==> config.mk <==
export PLATFORM = sky130hd
export DESIGN_NAME = line_edit_engine_top
export DESIGN_NICKNAME = d
export VERILOG_FILES = /design/src/hdl/lee_pkg.sv /design/src/hdl/lee_ram.sv /design/src/hdl/lee_datapath.sv /design/src/hdl/lee_ctrl.sv /design/src/hdl/line_edit_engine_top.sv
export SDC_FILE = /design/constraint.sdc
export NUM_CORES = 1
export LEC_CHECK = 0
export BUFFER_PORTS_ARGS = -buffer_cell sky130_fd_sc_hd__buf_2
export CAP_MARGIN = 5
export CORE_UTILIZATION = 57
export CTS_BUF_LIST = sky130_fd_sc_hd__clkbuf_2
export DETAILED_ROUTE_END_ITERATION = 6
export PLACE_DENSITY = 0.81
export SLEW_MARGIN = 20
export SYNTH_ARGS = -nofsm -noshare
export SYNTH_HDL_FRONTEND = slang
export SYNTH_HIERARCHICAL = 1
export SYNTH_SLANG_ARGS = --single-unit
==> constraint.sdc <==
create_clock -name aclk -period 4.26 [get_ports aclk]
set_clock_uncertainty 0.1 [all_clocks]
set_input_delay 0.639 -clock aclk [delete_from_list [all_inputs] [get_ports aclk]]
set_output_delay 0.639 -clock aclk [all_outputs]
set_load 0.05 [all_outputs]
==> src/hdl/lee_pkg.sv <==
// Shared types, codes and constants of the line edit engine.
package lee_pkg;

    // Default depth of the line buffer.
    localparam int LEE_LINE_MAX_DEF = 40;

    // Character constants.
    localparam logic [7:0] SPACE_CHAR = 8'h20;
    localparam logic [7:0] PRINT_LOW  = 8'd32;
    localparam logic [7:0] PRINT_HIGH = 8'd126;

    // Reset values of the configuration registers.
    localparam logic [7:0] ERASE_CODE_RST = 8'h7F;
    localparam logic [7:0] KILL_CODE_RST  = 8'h15;
    localparam logic [7:0] WORD_CODE_RST  = 8'h17;
    localparam logic [7:0] END_CODE_RST   = 8'h04;

    // Register indexes on the configuration port.
    localparam logic [1:0] REG_ERASE = 2'd0;
    localparam logic [1:0] REG_KILL  = 2'd1;
    localparam logic [1:0] REG_WORD  = 2'd2;
    localparam logic [1:0] REG_END   = 2'd3;

    // Terminal actions carried with each result.
    typedef enum logic [1:0] {
        ACT_ECHO  = 2'd0,
        ACT_ERASE = 2'd1,
        ACT_BELL  = 2'd2,
        ACT_END   = 2'd3
    } action_t;

    // Class of the captured key byte, after the priority match.
    typedef enum logic [2:0] {
        KIND_ERASE = 3'd0,
        KIND_KILL  = 3'd1,
        KIND_WORD  = 3'd2,
        KIND_END   = 3'd3,
        KIND_PRINT = 3'd4,
        KIND_OTHER = 3'd5
    } kind_t;

    // Configuration register set.
    typedef struct packed {
        logic [7:0] erase_code;
        logic [7:0] kill_code;
        logic [7:0] word_erase_code;
        logic [7:0] end_code;
    } cfg_t;

    // Commands from the controller to the datapath.
    typedef struct packed {
        logic    accept;
        logic    emit;
        action_t action;
        logic    last;
        logic    dec_fill;
        logic    wr_inc;
        logic    set_ended;
        logic    rd_en;
    } lee_cmd_t;

    // Status from the datapath to the controller.
    typedef struct packed {
        kind_t kind;
        logic  fill_zero;
        logic  fill_one;
        logic  fill_full;
        logic  ended;
        logic  rd_space;
        logic  out_free;
    } lee_stat_t;

    // Address width for a store of the given depth.
    function automatic int lee_aw(input int depth);
        return (depth > 1) ? $clog2(depth) : 1;
    endfunction

endpackage

==> src/hdl/lee_ram.sv <==
// Generic single-port-write, single-port-read RAM with registered read data.
module lee_ram
    import lee_pkg::*;
#(
    parameter int WIDTH = 8,
    parameter int DEPTH = LEE_LINE_MAX_DEF
) (
    input  logic                      aclk,
    input  logic                      we,
    input  logic [lee_aw(DEPTH)-1:0]  waddr,
    input  logic [WIDTH-1:0]          wdata,
    input  logic                      re,
    input  logic [lee_aw(DEPTH)-1:0]  raddr,
    output logic [WIDTH-1:0]          rdata
);

    logic [WIDTH-1:0] mem_reg [DEPTH];
    logic [WIDTH-1:0] rdata_reg;

    // Write port and registered read port.
    always_ff @(posedge aclk) begin
        if (we) begin
            mem_reg[waddr] <= wdata;
        end
        if (re) begin
            rdata_reg <= mem_reg[raddr];
        end
    end

    assign rdata = rdata_reg;

endmodule

==> src/hdl/lee_datapath.sv <==
// Datapath: key capture, key classification, fill count, line store and result register.
module lee_datapath
    import lee_pkg::*;
#(
    parameter int LINE_MAX = LEE_LINE_MAX_DEF
) (
    input  logic       aclk,
    input  logic       aresetn,
    input  cfg_t       cfg,
    input  logic [7:0] key_byte,
    input  lee_cmd_t   cmd,
    output lee_stat_t  stat,
    input  logic       out_ready,
    output logic       out_valid,
    output action_t    out_action,
    output logic [7:0] out_echo,
    output logic       out_last
);

    localparam int AW = lee_aw(LINE_MAX);
    localparam int CW = $clog2(LINE_MAX + 1);

    logic [7:0]    key_reg;
    logic [CW-1:0] fill_reg, fill_next;
    logic [CW-1:0] fill_m1;
    logic          ended_reg;
    logic          out_valid_reg;
    action_t       out_action_reg;
    logic [7:0]    out_echo_reg;
    logic          out_last_reg;
    logic [7:0]    rd_data;
    logic          out_free;
    kind_t         kind;

    // Capture the key byte of each accepted transaction.
    always_ff @(posedge aclk) begin
        if (cmd.accept) begin
            key_reg <= key_byte;
        end
    end

    // Priority match: erase, kill, word erase, end, then printable.
    always_comb begin
        if (key_reg == cfg.erase_code) begin
            kind = KIND_ERASE;
        end else if (key_reg == cfg.kill_code) begin
            kind = KIND_KILL;
        end else if (key_reg == cfg.word_erase_code) begin
            kind = KIND_WORD;
        end else if (key_reg == cfg.end_code) begin
            kind = KIND_END;
        end else if (key_reg >= PRINT_LOW && key_reg <= PRINT_HIGH) begin
            kind = KIND_PRINT;
        end else begin
            kind = KIND_OTHER;
        end
    end

    // Fill count and end-of-input flag.
    assign fill_m1 = fill_reg - CW'(1);

    always_comb begin
        fill_next = fill_reg;
        if (cmd.wr_inc) begin
            fill_next = fill_reg + CW'(1);
        end else if (cmd.dec_fill) begin
            fill_next = fill_m1;
        end
    end

    always_ff @(posedge aclk) begin
        if (!aresetn) begin
            fill_reg  <= '0;
            ended_reg <= 1'b0;
        end else begin
            fill_reg <= fill_next;
            if (cmd.set_ended) begin
                ended_reg <= 1'b1;
            end
        end
    end

    // Line store: written at the fill count, read just below it.
    lee_ram #(
        .WIDTH (8),
        .DEPTH (LINE_MAX)
    ) u_line_store (
        .aclk  (aclk),
        .we    (cmd.wr_inc),
        .waddr (fill_reg[AW-1:0]),
        .wdata (key_reg),
        .re    (cmd.rd_en),
        .raddr (fill_m1[AW-1:0]),
        .rdata (rd_data)
    );

    // Result register; it takes a new result when empty or being drained.
    assign out_free = !out_valid_reg || out_ready;

    always_ff @(posedge aclk) begin
        if (!aresetn) begin
            out_valid_reg <= 1'b0;
        end else if (cmd.emit) begin
            out_valid_reg <= 1'b1;
        end else if (out_ready) begin
            out_valid_reg <= 1'b0;
        end
    end

    always_ff @(posedge aclk) begin
        if (cmd.emit) begin
            out_action_reg <= cmd.action;
            out_echo_reg   <= (cmd.action == ACT_ECHO) ? key_reg : 8'd0;
            out_last_reg   <= cmd.last;
        end
    end

    assign out_valid  = out_valid_reg;
    assign out_action = out_action_reg;
    assign out_echo   = out_echo_reg;
    assign out_last   = out_last_reg;

    // Status toward the controller.
    always_comb begin
        stat.kind      = kind;
        stat.fill_zero = (fill_reg == '0);
        stat.fill_one  = (fill_reg == CW'(1));
        stat.fill_full = (fill_reg == CW'(LINE_MAX));
        stat.ended     = ended_reg;
        stat.rd_space  = (rd_data == SPACE_CHAR);
        stat.out_free  = out_free;
    end

endmodule

==> src/hdl/lee_ctrl.sv <==
// Controller: state machine that sequences each key byte into its results.
module lee_ctrl
    import lee_pkg::*;
(
    input  logic      aclk,
    input  logic      aresetn,
    input  logic      in_valid,
    output logic      in_ready,
    input  lee_stat_t stat,
    output lee_cmd_t  cmd
);

    typedef enum logic [5:0] {
        ST_IDLE   = 6'b000001,
        ST_DECODE = 6'b000010,
        ST_KILL   = 6'b000100,
        ST_WE_RD  = 6'b001000,
        ST_WE_CHK = 6'b010000,
        ST_WE_FIN = 6'b100000
    } state_t;

    state_t state_reg, state_next;
    // A word-erase result waiting until it is known whether it is the last.
    logic   pend_reg, pend_next;
    // Word erase has passed the trailing spaces and is in the word itself.
    logic   word_reg, word_next;
    logic   erase_now;

    always_ff @(posedge aclk) begin
        if (!aresetn) begin
            state_reg <= ST_IDLE;
            pend_reg  <= 1'b0;
            word_reg  <= 1'b0;
        end else begin
            state_reg <= state_next;
            pend_reg  <= pend_next;
            word_reg  <= word_next;
        end
    end

    // In the space phase every character goes; in the word phase only non-spaces.
    assign erase_now = !word_reg || !stat.rd_space;

    always_comb begin
        state_next = state_reg;
        pend_next  = pend_reg;
        word_next  = word_reg;
        cmd        = '0;
        cmd.action = ACT_ERASE;
        in_ready   = 1'b0;

        unique case (state_reg)
            ST_IDLE: begin
                in_ready   = 1'b1;
                cmd.accept = in_valid;
                // After end of input, transactions are taken and dropped.
                if (in_valid && !stat.ended) begin
                    state_next = ST_DECODE;
                end
            end

            ST_DECODE: begin
                unique case (stat.kind)
                    KIND_ERASE: begin
                        if (stat.out_free) begin
                            cmd.emit     = 1'b1;
                            cmd.action   = stat.fill_zero ? ACT_BELL : ACT_ERASE;
                            cmd.last     = 1'b1;
                            cmd.dec_fill = !stat.fill_zero;
                            state_next   = ST_IDLE;
                        end
                    end
                    KIND_KILL: begin
                        state_next = stat.fill_zero ? ST_IDLE : ST_KILL;
                    end
                    KIND_WORD: begin
                        pend_next  = 1'b0;
                        word_next  = 1'b0;
                        state_next = ST_WE_RD;
                    end
                    KIND_END: begin
                        if (stat.out_free) begin
                            cmd.emit      = 1'b1;
                            cmd.action    = stat.fill_zero ? ACT_END : ACT_BELL;
                            cmd.last      = 1'b1;
                            cmd.set_ended = stat.fill_zero;
                            state_next    = ST_IDLE;
                        end
                    end
                    KIND_PRINT: begin
                        if (stat.out_free) begin
                            cmd.emit   = 1'b1;
                            cmd.action = stat.fill_full ? ACT_BELL : ACT_ECHO;
                            cmd.last   = 1'b1;
                            cmd.wr_inc = !stat.fill_full;
                            state_next = ST_IDLE;
                        end
                    end
                    KIND_OTHER: begin
                        if (stat.out_free) begin
                            cmd.emit   = 1'b1;
                            cmd.action = ACT_BELL;
                            cmd.last   = 1'b1;
                            state_next = ST_IDLE;
                        end
                    end
                    default: begin
                        state_next = ST_IDLE;
                    end
                endcase
            end

            // Kill: one erase result per character, the count tells the last one.
            ST_KILL: begin
                if (stat.out_free) begin
                    cmd.emit     = 1'b1;
                    cmd.action   = ACT_ERASE;
                    cmd.last     = stat.fill_one;
                    cmd.dec_fill = 1'b1;
                    if (stat.fill_one) begin
                        state_next = ST_IDLE;
                    end
                end
            end

            // Word erase: read the character below the fill count.
            ST_WE_RD: begin
                if (stat.fill_zero) begin
                    state_next = ST_WE_FIN;
                end else begin
                    cmd.rd_en  = 1'b1;
                    state_next = ST_WE_CHK;
                end
            end

            // Word erase: decide on the character just read.
            ST_WE_CHK: begin
                if (erase_now) begin
                    if (!pend_reg || stat.out_free) begin
                        cmd.emit     = pend_reg;
                        cmd.action   = ACT_ERASE;
                        cmd.last     = 1'b0;
                        cmd.dec_fill = 1'b1;
                        pend_next    = 1'b1;
                        word_next    = word_reg || !stat.rd_space;
                        state_next   = ST_WE_RD;
                    end
                end else begin
                    state_next = ST_WE_FIN;
                end
            end

            // Word erase: release the held result as the last one.
            ST_WE_FIN: begin
                if (!pend_reg) begin
                    state_next = ST_IDLE;
                end else if (stat.out_free) begin
                    cmd.emit   = 1'b1;
                    cmd.action = ACT_ERASE;
                    cmd.last   = 1'b1;
                    pend_next  = 1'b0;
                    state_next = ST_IDLE;
                end
            end

            default: begin
                state_next = ST_IDLE;
            end
        endcase
    end

endmodule

==> src/hdl/line_edit_engine_top.sv <==
// Top level of the line edit engine: ports, configuration registers, controller and datapath.
//
// Channel   Direction  Handshake           Payload
// s_        in         s_tvalid/s_tready   s_tdata = key_byte
// m_        out        m_tvalid/m_tready   m_tdata = echo_byte, m_tuser = action, m_tlast = last
// APB       in         psel/penable/pready paddr, pwdata, prdata (four 8-bit code registers)
//
// One transaction is worked on at a time. A single-result key is captured, then
// classified and loaded into the result register; kill gives one erase result per
// character after capture and classify; word erase reads each erased character from
// the line store and then decides on it, and releases its held result as the last one.
// Stalls on m_tready hold the sequencer.
// Reset clears the fill count, the end flag and the registers to their defaults;
// the line store needs no clearing, as only written entries are ever read.
module line_edit_engine_top
    import lee_pkg::*;
#(
    parameter int LINE_MAX = LEE_LINE_MAX_DEF
) (
    input  logic        aclk,
    input  logic        aresetn,
    // Input stream
    input  logic        s_tvalid,
    output logic        s_tready,
    input  logic [7:0]  s_tdata,   // [7:0] key_byte
    // Result stream
    output logic        m_tvalid,
    input  logic        m_tready,
    output logic [7:0]  m_tdata,   // [7:0] echo_byte
    output logic [1:0]  m_tuser,   // [1:0] action
    output logic        m_tlast,
    // Configuration port
    input  logic        psel,
    input  logic        penable,
    input  logic        pwrite,
    input  logic [3:0]  paddr,
    input  logic [31:0] pwdata,
    output logic [31:0] prdata,
    output logic        pready
);

    cfg_t      cfg_reg;
    logic      cfg_wr;
    logic [1:0] reg_idx;
    lee_cmd_t  cmd;
    lee_stat_t stat;
    action_t   out_action;

    // Configuration register writes and reads.
    assign pready  = 1'b1;
    assign cfg_wr  = psel && penable && pwrite && pready;
    assign reg_idx = paddr[3:2];

    always_ff @(posedge aclk) begin
        if (!aresetn) begin
            cfg_reg.erase_code      <= ERASE_CODE_RST;
            cfg_reg.kill_code       <= KILL_CODE_RST;
            cfg_reg.word_erase_code <= WORD_CODE_RST;
            cfg_reg.end_code        <= END_CODE_RST;
        end else if (cfg_wr) begin
            unique case (reg_idx)
                REG_ERASE: cfg_reg.erase_code      <= pwdata[7:0];
                REG_KILL:  cfg_reg.kill_code       <= pwdata[7:0];
                REG_WORD:  cfg_reg.word_erase_code <= pwdata[7:0];
                REG_END:   cfg_reg.end_code        <= pwdata[7:0];
                default:   cfg_reg.erase_code      <= cfg_reg.erase_code;
            endcase
        end
    end

    always_comb begin
        unique case (reg_idx)
            REG_ERASE: prdata = {24'd0, cfg_reg.erase_code};
            REG_KILL:  prdata = {24'd0, cfg_reg.kill_code};
            REG_WORD:  prdata = {24'd0, cfg_reg.word_erase_code};
            REG_END:   prdata = {24'd0, cfg_reg.end_code};
            default:   prdata = 32'd0;
        endcase
    end

    // Sequencer.
    lee_ctrl u_ctrl (
        .aclk     (aclk),
        .aresetn  (aresetn),
        .in_valid (s_tvalid),
        .in_ready (s_tready),
        .stat     (stat),
        .cmd      (cmd)
    );

    // Storage and result register.
    lee_datapath #(
        .LINE_MAX (LINE_MAX)
    ) u_datapath (
        .aclk       (aclk),
        .aresetn    (aresetn),
        .cfg        (cfg_reg),
        .key_byte   (s_tdata),
        .cmd        (cmd),
        .stat       (stat),
        .out_ready  (m_tready),
        .out_valid  (m_tvalid),
        .out_action (out_action),
        .out_echo   (m_tdata),
        .out_last   (m_tlast)
    );

    assign m_tuser = out_action;

`ifndef SYNTHESIS
    // Only an echo result carries a character.
    a_echo_only: assert property (@(posedge aclk) disable iff (!aresetn)
        m_tvalid && (m_tuser != ACT_ECHO) |-> (m_tdata == 8'd0))
        else $error("non-echo result carries a character");

    // End of input is flagged only together with an end result.
    a_end_result: assert property (@(posedge aclk) disable iff (!aresetn)
        $rose(stat.ended) |-> $past(cmd.emit && (cmd.action == ACT_END)))
        else $error("end flag set without an end result");

    // One transaction at a time: the cycle after a live accept is busy.
    a_one_item: assert property (@(posedge aclk) disable iff (!aresetn)
        s_tvalid && s_tready && !stat.ended |=> !s_tready)
        else $error("input taken while an item is in progress");

    // Nothing is emitted into a result register that is still held.
    a_no_overwrite: assert property (@(posedge aclk) disable iff (!aresetn)
        cmd.emit |-> (!m_tvalid || m_tready))
        else $error("result register overwritten");
`endif

endmodule
After elaboration in Yosys (flattened, before gate mapping)
Memories as Yosys holds them, arrays and structs flattened. A register that Yosys moved wholly into a read port is not among the register bits.
Index checks and enable logic that the tools add are counted.
{ "word_totals": {"ramBits": 320, "mem_count": 1, "ff_bits": 67, "inputBits": 51, "output_inout_bits": 46} }
{ "memory_table": {"columns": ["name", "words", "word_bits", "read_ports", "rd_clocked_by_memory_dff", "write_ports", "line", "rtl"], "rows": [
  ["u_datapath.u_line_store.mem_reg", 40, 8, 1, 1, 1, "lee_ram.sv:17", "logic [WIDTH-1:0] mem_reg [DEPTH];"]
]} }
{ "classes": {"n_reduce_logical": 31, "addsub": 2, "eq_ne": 28, "mux": 57, "order_cmp": 2} }
{ "ops": {"columns": ["cell", "n"], "rows": [
  ["one-hot mux 32 bit (4 select lines)", 1],
  ["2-to-1 mux 6 bit", 10],
  ["one-hot mux 6 bit (6 select lines)", 1],
  ["== test 8 bit", 4],
  ["one-hot mux 4 bit (4 select lines)", 2],
  ["2-to-1 mux 1 bit", 22],
  ["2-to-1 mux 4 bit", 5],
  ["2-to-1 mux 5 bit", 4],
  ["one-hot mux 6 bit (3 select lines)", 1],
  ["2-to-1 mux 3 bit", 5],
  ["== test 6 x 1 -> 1 bit, second input constant", 2],
  ["== test 6 bit, second input constant", 2],
  ["AND reduction 4 bit", 3],
  ["inequality test 2 x 1 -> 1 bit, second input constant", 5],
  ["== test 8 x 6 -> 1 bit, second input constant", 1],
  [">= comparator 8 x 6 -> 1 bit, second input constant", 1],
  ["less-or-equal comparator 8 x 7 -> 1 bit, second input constant", 1],
  ["AND reduction 2 bit", 4],
  ["zero test 1 bit", 7],
  ["adder 6 x 1 -> 6 bit, second input constant", 1],
  ["== test 3 x 2 -> 1 bit, second input constant", 2],
  ["== test 3 bit, second input constant", 2],
  ["== test 6 x 2 -> 1 bit, second input constant", 1],
  ["== test 6 x 3 -> 1 bit, second input constant", 1],
  ["other kinds (19)", 32]
]} }

Depth between registers and ports, before layout
Gate-level depths: netlist (run 1).
{ "logic_depth": {"depth_word": 12, "depth_mapped": 13} }

By module
The synthesis (run 1) kept the hierarchy.
{ "modules_own_cells": {"columns": ["module", "seq_area_each_um2", "area_per_inst_um2", "cells_each", "instances"], "rows": [
  ["lee_ram", 9849.4, 13086.3, 696, 1],
  ["lee_datapath", 730.7, 1695.4, 160, 1],
  ["line_edit_engine_top", 640.6, 1687.9, 167, 1],
  ["lee_ctrl", 160.2, 789.5, 102, 1]
]} }

Least setup slack after synthesis (run 1)
Ideal clock, no wire load.
{ "synth_timing": {"kind": "register -> register", "from": "reg u_datapath.key_reg[3]", "to": "mem u_datapath.u_line_store.mem_reg[16][0], enable pin", "t_arrival_ns": 3.596, "stages_incl_launch_ff": 12, "path_slack_ns": 0.194, "period_less_slack_ns": 4.066, "n_path_buf": 2, "required_ns": 3.790, "path_cell_list": "edfxtp_1 > buf_2 > xor2_1 > nor4_4 > a211oi_1 > a311oi_2 > or2_2 > nor4b_4 > nand2b_1 > clkbuf_1 > or3_1 > nor2_1"} }
{ "synth_rtl": {"columns": ["item", "line", "rtl"], "rows": [
  ["from (decl)", "lee_datapath.sv:23", "logic [7:0] key_reg;"],
  ["from (signal assigned)", "lee_datapath.sv:38", "key_reg <= key_byte;"],
  ["to (decl)", "lee_ram.sv:17", null]
]} }

==> flow_metrics.tcl, run 1 <==
set metrics [dict create \
    ioPinCount 97 \
    peakVddDrop_mv 0.284 \
    cts_resized 0 \
    largest_reg_flops 320 \
    wl_per_cell_um 20.2 \
    cts_tree "built" \
    drv_slew 0 \
    fin_crit_ns 3.69 \
    grt_pass1_vias 10200 \
    rsz0062_at_grt "no" \
    globalRouteMet2Util_pct 39.0 \
    fin_tns_setup_ns 0 \
    cts_buffer_depth 3 \
    syn-mean-instance-area_um2 15.3 \
    antenna_found_initial 1 \
    grt_pass1_wl_mm 54.8 \
    layout_common_cells "347 x edfxtp_1, 153 x mux2i_1, 138 x clkbuf_2" \
    synth_cell_type_count 73 \
    grt_usage_pct 23.2 \
    clock-sinks 395 \
    timing.slew.headroom_pct 28.0 \
    cts_max_level 3 \
    crit_path_end_kind "register" \
    worstSkewPairLatency_ns 0.92 \
    netlist_instances 1125 \
    instances_no_fill 1735 \
    gr-total-overflow 0 \
    worst_slew_pin_slew_ns 1.08 \
    dp.final_hpwl_mm 22.3 \
    dieArea_um2 31000 \
    vias 10100 \
    post-route-period-util_pct 86.6 \
    seqCellArea_um2 11400 \
    grt_start_max_net_pins 147 \
    first_pass_iters 5 \
    path_class "register to register" \
    clk_pin_slew_ns 0.10 \
    synth.cell_area_um2 17300 \
    multi_input_area_um2 5260 \
    crit_fanout 9 \
    outcome "finished, final reports clean" \
    port_buffers 45 \
    drive_above_1_share_pct 24.9 \
    synth_warnings 6 \
    die_y_um 176 \
    max_freq_mhz 271 \
    drc 0 \
    drt_first_iter_violations 728 \
    use_met3_pct 4.63 \
    globalRoute.busiestLayer "met2" \
    synth_edf_count 347 \
    drtAntennaViolNets 0 \
    fillers 2105 \
    cts-root-buf "clkbuf_2" \
    post_cts_buffers 0 \
    dpl.cell_count 1558 \
    synth-seq-cells 395 \
    seq_area_frac_synth_pct 65.9 \
    hold_viol_final 0 \
    power.total_mw 7.49 \
    wl_mm 35.1 \
    num_rows 63 \
    cp.required_ns 4.69 \
    layout_commonest_cell "edfxtp_1" \
    arrival_ns 4.12 \
    die_x_um 176 \
    cts_made_buffers 95 \
    yosys_most_used_dff "edfxtp_1" \
    coreArea_um2 29700 \
    use_met1_pct 29.9 \
    vias_per_cell 5.80 \
    hp-class "primary input to register" \
    maxCapViolations 0 \
    area_delta_synth_final_pct 9.62 \
    synthArstFlopShare_pct 0 \
    power.leakage_nw 7.51 \
    initial_core_util_pct 58.1 \
    setup_viol 0 \
    whs_ns 0.126 \
    place.gp.congestion 0.866 \
    powerDensity_nw_per_um2 396 \
    nets 1337 \
    cp-start-kind "register" \
]
[worst max-delay path: stages, from the launching register on]
cell	delay [ns]
edfxtp_1	0.54
xor2_1	0.21
nor4_1	0.45
and2_1	0.23
a221oi_1	0.07
or2_2	0.35
nor4b_4	0.26
buf_4	0.21
nand2_1	0.15
or2_2	0.38
nor2_1	0.14
buf_4	0.21
[cells by family (layout without fill, tap and decap cells)]
| kind of cell | count (synthesis) | count (layout) | synth area share [%] |
|---|---|---|---|
| XOR/XNOR | 41 | 41 | 2.17 |
| buffers and inverters | 109 | 305 | 4.20 |
| other | 2 | 26 | 0.0435 |
| AO/OA/AOI/OAI | 154 | 154 | 7.33 |
| multiplexers | 185 | 185 | 12.7 |
| flip-flops | 395 | 395 | 65.9 |
| AND/OR/NAND/NOR | 236 | 236 | 7.42 |
| adder cells (fa/ha/maj) | 3 | 3 | 0.218 |
[final timing paths]
check / start / endpoint / slack [ns] / depth (start not counted)
setup / recovery: u_datapath/key_reg[1]$_DFFE_PP_ / u_datapath/u_line_store/mem_reg[6][5]$_DFFE_PP_ / 0.57 / 11
hold / removal: penable / cfg_reg[25]$_SDFFE_PN1P_ / 0.13 / 4
setup reg to reg: u_datapath/key_reg[1]$_DFFE_PP_ / u_datapath/u_line_store/mem_reg[6][5]$_DFFE_PP_ / 0.57 / 11
hold reg to reg: cfg_reg[13]$_SDFFE_PN0P_ / cfg_reg[13]$_SDFFE_PN0P_ / 0.39 / 2
[report_power, final]
group          internal, mW  total, mW  switching (mW)  leakage, nW
Sequential             4.35       4.39          0.0489         3.51
Clock                 0.911       2.32            1.41        0.627
Combinational         0.237      0.779           0.542         3.37
Total                  5.49       7.49            2.00         7.51
[stage by stage]
step	area, um^2	utilization, %	worst slack [ns]
2_1_floorplan	17300	-	0.194
3_3_place_gp	17900	60.3	0.780
3_5_place_dp	17900	60.3	0.709
4_1_cts	18900	63.6	0.611
5_1_grt	18900	63.7	0.395
6_report	18900	63.7	0.572
[synth_stat cells (all sizes together), types with 2 or more instances]
library cell	number	area, um^2
a211o	5	43.8
a21oi	26	130
a221oi	18	239
a22o	16	140
a22oi	35	263
a31oi	3	18.8
and2	16	104
and3	3	18.8
and4	2	17.5
and4b	3	31.3
buf	74	592
clkbuf	18	68.8
conb	2	7.51
dfxtp	48	961
edfxtp	347	10400
ha	3	37.5
inv	17	63.8
mux2	8	90.1
mux2i	153	1530
mux4	24	567
nand2	59	231
nand2b	12	75.1
nand3	10	60.1
nand3b	3	22.5
nand4	7	43.8
nor2	61	229
nor2b	9	56.3
nor3	19	100
nor3b	2	15.0
nor4	12	133
nor4b	4	50.1
o211ai	4	30.0
o21a	2	15.0
o21ai	17	85.1
o22ai	9	56.3
o31ai	2	15.0
o41ai	8	130
or2	9	56.3
or3	3	18.8
xnor2	12	105
xor2	29	269
[repair_timing]
action / in CTS / in global routing
endpoints found under the setup margin: 0 / 0
hold buffers: 18 / 0
endpoints found under the hold margin: 44 / 0
[layer usage]
layer,up-vias,wire [um]
met2,333,17600
met5,-,0
met4,0,808
met3,64,2010
met1,5006,14600
li1,4658,-
[area by class of cell]
class,instances,area share (%)
Clock buffer,138,3.65
Timing Repair Buffer,130,4.87
Antenna cell,1,0.0132
Tap cell,390,2.58
Sequential cell,395,60.2
Clock inverter,20,0.556
Inverter,17,0.364
Multi-Input combinational cell,644,27.8
(Power assumes the default switching activity.)
==> inputs of run 2 (changes only) <==
--- a/config.mk
+++ b/config.mk
@@ -9,6 +9,7 @@
 export CAP_MARGIN = 5
 export CORE_UTILIZATION = 57
 export CTS_BUF_LIST = sky130_fd_sc_hd__clkbuf_2
+export CTS_CLUSTER_DIAMETER = 40
 export DETAILED_ROUTE_END_ITERATION = 6
 export PLACE_DENSITY = 0.81
 export SLEW_MARGIN = 20
==> constraint.sdc (replaced) <==
create_clock -name aclk -period 3.35 [get_ports aclk]
set_clock_uncertainty 0.1 [all_clocks]
set_input_delay 0.5025 -clock aclk [delete_from_list [all_inputs] [get_ports aclk]]
set_output_delay 0.5025 -clock aclk [all_outputs]
set_load 0.05 [all_outputs]
==> run 2 against run 1 <==
The flow now finishes with violations (setup timing). Count of clock-buffer cells in the layout shrank 14. First-iteration DRC count is 4.3% higher. Flip-flop and latch count unchanged. Largest cell class unchanged. Highest routed layer unchanged.
==> flow_metrics.tcl, run 2 (same netlist as run 1, synthesis figures left out) <==
set metrics [dict create \
    worstSkewPairLatency_ns 0.93 \
    cp-start-kind "register" \
    vias 10400 \
    drv_slew 0 \
    wl_per_cell_um 20.8 \
    port_buffers 45 \
    wl_mm 36.9 \
    power.total_mw 9.64 \
    grt_start_max_net_pins 147 \
    drc 0 \
    drtAntennaViolNets 0 \
    power.leakage_nw 7.76 \
    cts_made_buffers 95 \
    ioPinCount 97 \
    cts-root-buf "clkbuf_2" \
    grt_pass1_vias 10500 \
    clk_pin_slew_ns 0.09 \
    crit_path_cell_trace "xor2_1, nor4_2, buf_4, and2_4, a311oi_2, or2_4, nor4b_4, nand2b_1, or3_4, nor2_4" \
    cts_max_level 3 \
    hp-class "primary input to register" \
    crit_slowest_cell "edfxtp_1" \
    cp.required_ns 3.81 \
    cp_slowest_stage_delay_ns 0.50 \
    nets 1368 \
    grt_usage_pct 24.2 \
    rsz0062_at_grt "yes" \
    grt_pass1_wl_mm 56.8 \
    vias_per_cell 5.83 \
    worst_slew_pin_slew_ns 1.29 \
    cts_tree "built" \
    path_class "register to register" \
    violations "setup timing" \
    placed_cell_area_um2 18400 \
    place.gp.congestion 0.895 \
    multi_input_area_um2 5650 \
    coreArea_um2 29700 \
    first_pass_iters 6 \
    antenna_found_initial 2 \
    die_y_um 176 \
    worst_r2r_path_depth 10 \
    dp.final_hpwl_mm 23.2 \
    timing.slew.headroom_pct 13.8 \
    largest_reg_flops 320 \
    fillers 1978 \
    clock-sinks 395 \
    hold_viol_final 0 \
    crit_path_end_kind "register" \
    fin_crit_ns 3.37 \
    setup_slack_ns -0.0222 \
    crit_fanout 8 \
    layout_common_cells "347 x edfxtp_1, 153 x mux2i_1, 124 x clkbuf_2" \
    drive_above_1_share_pct 29.8 \
    outcome "complete, but fails checks" \
    layout_commonest_cell "edfxtp_1" \
    arrival_ns 3.83 \
    max_freq_mhz 297 \
    final_area_um2 19800 \
    maxCapViolations 0 \
    setup_viol 11 \
    min_path_cells 4 \
    die_x_um 176 \
    area_delta_synth_final_pct 14.6 \
    powerDensity_nw_per_um2 487 \
    gr-total-overflow 0 \
    peakVddDrop_mv 0.374 \
    cts_buffer_depth 3 \
    initial_core_util_pct 58.1 \
    drt_first_iter_violations 759 \
    dieArea_um2 31000 \
    seqCellArea_um2 11400 \
    rrSetupSlack_ns -0.02 \
    num_rows 63 \
    post-route-period-util_pct 101 \
]
run 2: what timing repair did:
item	CTS	global route
hold endpoints to repair	56	0
gates resized for setup	5	34
pin swaps	2	31
hold buffers	26	0
buffers inserted	9	6
cloned	0	0
setup endpoints to repair	154	284
run 2: cell type report:
| class | count | share of cell area (%) |
|---|---|---|
| sequential | 395 | 57.5 |
| timing repair buffer | 161 | 6.82 |
| multi-input combinational | 644 | 28.6 |
| inverter | 17 | 0.361 |
| antenna | 2 | 0.0253 |
| tap | 390 | 2.47 |
| clock buffer | 124 | 3.14 |
| clock inverter | 44 | 1.09 |
run 2: stage by stage:
stage               std cells  utilization (%)  worst slack, ns  hold WS [ns]  TNS (ns)
CTS                      1769             66.0           0.0241        0.0242         0
finish                   1777             66.5          -0.0222        0.0985    -0.105
detailed placement       1566             61.9           -0.143         0.384     -7.18
floorplan                1148                -           -0.366         0.342    -74.86
global route             1777             66.5           -0.168        0.0236     -8.38
global placement         1566             61.9          -0.0521         0.361    -0.616
run 2: report_power, final:
part	total, mW	internal, mW	switching [mW]
sequential	5.57	5.53	0.0466
combinational	1.11	0.371	0.735
clock	2.96	1.11	1.85
total	9.64	7.01	2.63
run 2: worst max-delay path: cells and delay by family, from the launching register on:
family / cells / cell delay, ns
AOI/OAI and AO/OA: 1 / 0.05
xor gates and xnor gates: 1 / 0.22
buffers and inverters: 1 / 0.18
DFF: 1 / 0.50
and+or+nand+nor: 7 / 2.00
run 2: final timing paths:
check / endpoint / start
worst min-delay path: u_datapath/out_valid$_SDFFE_PN0P_ / m_tready
worst max register to register: u_datapath/u_line_store/mem_reg[17][2]$_DFFE_PP_ / u_datapath/key_reg[2]$_DFFE_PP_
worst min register to register: cfg_reg[1]$_SDFFE_PN0P_ / cfg_reg[1]$_SDFFE_PN0P_
worst max-delay path: u_datapath/u_line_store/mem_reg[17][2]$_DFFE_PP_ / u_datapath/key_reg[2]$_DFFE_PP_
run 2: layer usage:
layer  GRT usage (%)  part of all wire [%]  up-vias
li1                -                     -     4725
met1            30.8                    41     5141
met2            40.7                    50      416
met3            4.89                   6.2       71
met4            9.64                   2.8        0
met5               0                     0        -
==> inputs of run 3 (changes only) <==
--- a/config.mk
+++ b/config.mk
@@ -5,13 +5,13 @@
 export SDC_FILE = /design/constraint.sdc
 export NUM_CORES = 1
 export LEC_CHECK = 0
-export BUFFER_PORTS_ARGS = -buffer_cell sky130_fd_sc_hd__buf_2
 export CAP_MARGIN = 5
-export CORE_UTILIZATION = 57
+export CORE_UTILIZATION = 60
 export CTS_BUF_LIST = sky130_fd_sc_hd__clkbuf_2
 export CTS_CLUSTER_DIAMETER = 40
 export DETAILED_ROUTE_END_ITERATION = 6
-export PLACE_DENSITY = 0.81
+export DONT_BUFFER_PORTS = 1
+export PLACE_DENSITY = 0.79
 export SLEW_MARGIN = 20
 export SYNTH_ARGS = -nofsm -noshare
 export SYNTH_HDL_FRONTEND = slang
==> run 3 against run 2 <==
Maximum frequency rose by 2.9%. The flow now finishes without violations. Clock power rose by 4%. Critical endpoint is now u_datapath/u_line_store/mem_reg[25][7]$_DFFE_PP_. Sequential power rose by 0.7%. Routed wire length rose by 3.8%. Combinational power fell by 4%. Worst hold slack got worse by 0.0038 ns. Register-to-register slack improved by 0.09 ns. Die area fell by 4.9%. Cell area rose by 0.70%.
==> flow_metrics.tcl, run 3 (same netlist as run 1, synthesis figures left out) <==
set metrics [dict create \
    sequentialPowerShare_pct 57.5 \
    vias_per_cell 6.05 \
    ioPinCount 97 \
    worstSkewPairLatency_ns 0.93 \
    worst_slew_pin_slew_ns 0.867 \
    final_area_um2 19900 \
    num_rows 61 \
    placed_cell_area_um2 18200 \
    nets 1344 \
    fillers 1752 \
    coreArea_um2 28000 \
    antenna_found_initial 3 \
    power_frac_clock_pct 31.6 \
    peakVddDrop_mv 0.480 \
    outcome "finished, final reports clean" \
    wl_per_cell_um 22.1 \
    vias 10500 \
    fin_crit_ns 3.28 \
    grt_usage_pct 26.6 \
    crit_fanout 8 \
    grt_pass1_wl_mm 58.1 \
    cts_made_buffers 93 \
    die_y_um 172 \
    hold_viol_final 0 \
    crit_path_cell_trace "xor2_2, nor4_4, a221oi_4, or2_4, nor4b_4, nand2b_1, or3_4, nor2_4" \
    first_pass_iters 5 \
    p_int_mw 7.15 \
    post-route-period-util_pct 97.8 \
    path_class "register to register" \
    hp-class "primary input to register" \
    drtAntennaViolNets 0 \
    combPwrFrac_pct 11.0 \
    setup_slack_ns 0.0722 \
    wl_mm 38.3 \
    dpl.cell_count 1516 \
    crit_slowest_cell "edfxtp_1" \
    place.gp.congestion 0.871 \
    powerDensity_nw_per_um2 490 \
    drt_first_iter_violations 850 \
    swShare_pct 26.7 \
    cts_max_level 3 \
    cp_num_buf_inv 0 \
    port_buffers 0 \
    p_sw_mw 2.61 \
    pre_cts_slack_ns -0.0959 \
    clock-sinks 395 \
    arrival_ns 3.76 \
    max_freq_mhz 305 \
    cp.required_ns 3.83 \
    cts_buffer_depth 3 \
    clk_pin_slew_ns 0.13 \
    layout_common_cells "347 x edfxtp_1, 153 x mux2i_1, 126 x clkbuf_2" \
    cts-root-buf "clkbuf_2" \
    largest_reg_flops 320 \
    rsz0062_at_grt "yes" \
    gr-total-overflow 0 \
    crit_path_end_kind "register" \
    grt_pass1_vias 10600 \
    cp_slowest_stage_delay_ns 0.56 \
    instances_no_fill 1730 \
    area_delta_synth_final_pct 15.4 \
    cp-start-kind "register" \
    drive_above_1_share_pct 28.3 \
    layout_commonest_cell "edfxtp_1" \
    setup_viol 0 \
    cts_tree "built" \
    maxCapViolations 0 \
    dieArea_um2 29400 \
    die_x_um 172 \
    drc 0 \
    cpLargestDelayFamily "simple AND/OR/NAND/NOR gates" \
    dp.final_hpwl_mm 23.9 \
    power.leakage_nw 7.72 \
    grt_start_max_net_pins 82 \
    initial_core_util_pct 61.6 \
    timing.slew.headroom_pct 42.2 \
    drv_slew 0 \
]
-- run 3: final timing paths --
check                                          from                                          endpoint  slack, ns  depth (start not counted)
hold / removal                              penable                          cfg_reg[20]$_SDFFE_PN1P_       0.09                          3
hold reg to reg   u_datapath/ended_reg$_SDFFE_PN0P_                 u_datapath/ended_reg$_SDFFE_PN0P_       0.38                          2
setup reg to reg    u_datapath/key_reg[5]$_DFFE_PP_  u_datapath/u_line_store/mem_reg[25][7]$_DFFE_PP_       0.07                          8
setup / recovery    u_datapath/key_reg[5]$_DFFE_PP_  u_datapath/u_line_store/mem_reg[25][7]$_DFFE_PP_       0.07                          8
-- run 3: power groups by stage --
stage	combinational, mW	clock [mW]	sequential [mW]
2_1_floorplan	0.656	0	5.79
3_3_place_gp	0.926	0	5.73
3_5_place_dp	0.951	0	5.73
4_1_cts	1.03	3.15	5.61
5_1_grt	1.14	3.39	5.61
6_report	1.07	3.08	5.61
-- run 3: metrics by stage --
stage	hold slack, ns	power (mW)	setup TNS, ns	utilization (%)
final	0.0947	9.76	0	71.1
after global routing	0.0218	10.1	-5.37	71.1
after CTS	0.00834	9.79	-0.00245	70.3
after detailed placement	0.364	6.68	-2.24	65.1
after global placement	0.358	6.65	-0.607	65.1
after floorplan	0.342	6.44	-74.86	-
-- run 3: area by class of cell --
type	instances	area [um^2]	area share, %
Clock inverter	28	210	1.06
Antenna cell	3	7.51	0.0377
Clock buffer	126	631	3.17
Inverter	17	71.3	0.358
Multi-Input combinational cell	644	5680	28.5
Sequential cell	395	11400	57.1
Tap cell	378	473	2.37
Timing Repair Buffer	139	1460	7.34
-- run 3: timing repair --
action,in CTS,in global routing
resized for setup,6,41
setup endpoints to repair,115,318
pin swaps,9,23
setup buffers,13,5
hold endpoints to repair,66,0
hold buffers,41,0
-- run 3: layer usage --
metal	track usage (%)	wire [um]	vias up	part of all wire [%]
met1	35.0	15700	5274	41
met3	5.18	2490	74	6.5
met2	43.7	19200	446	50
met4	10.8	880	0	2.3
li1	-	-	4672	-
met5	0	0	-	0
-- run 3: worst min-delay path, stage by stage --
cell and delay [ns]:
and3_1 0.16, nand3b_1 0.30, mux2i_1 0.12
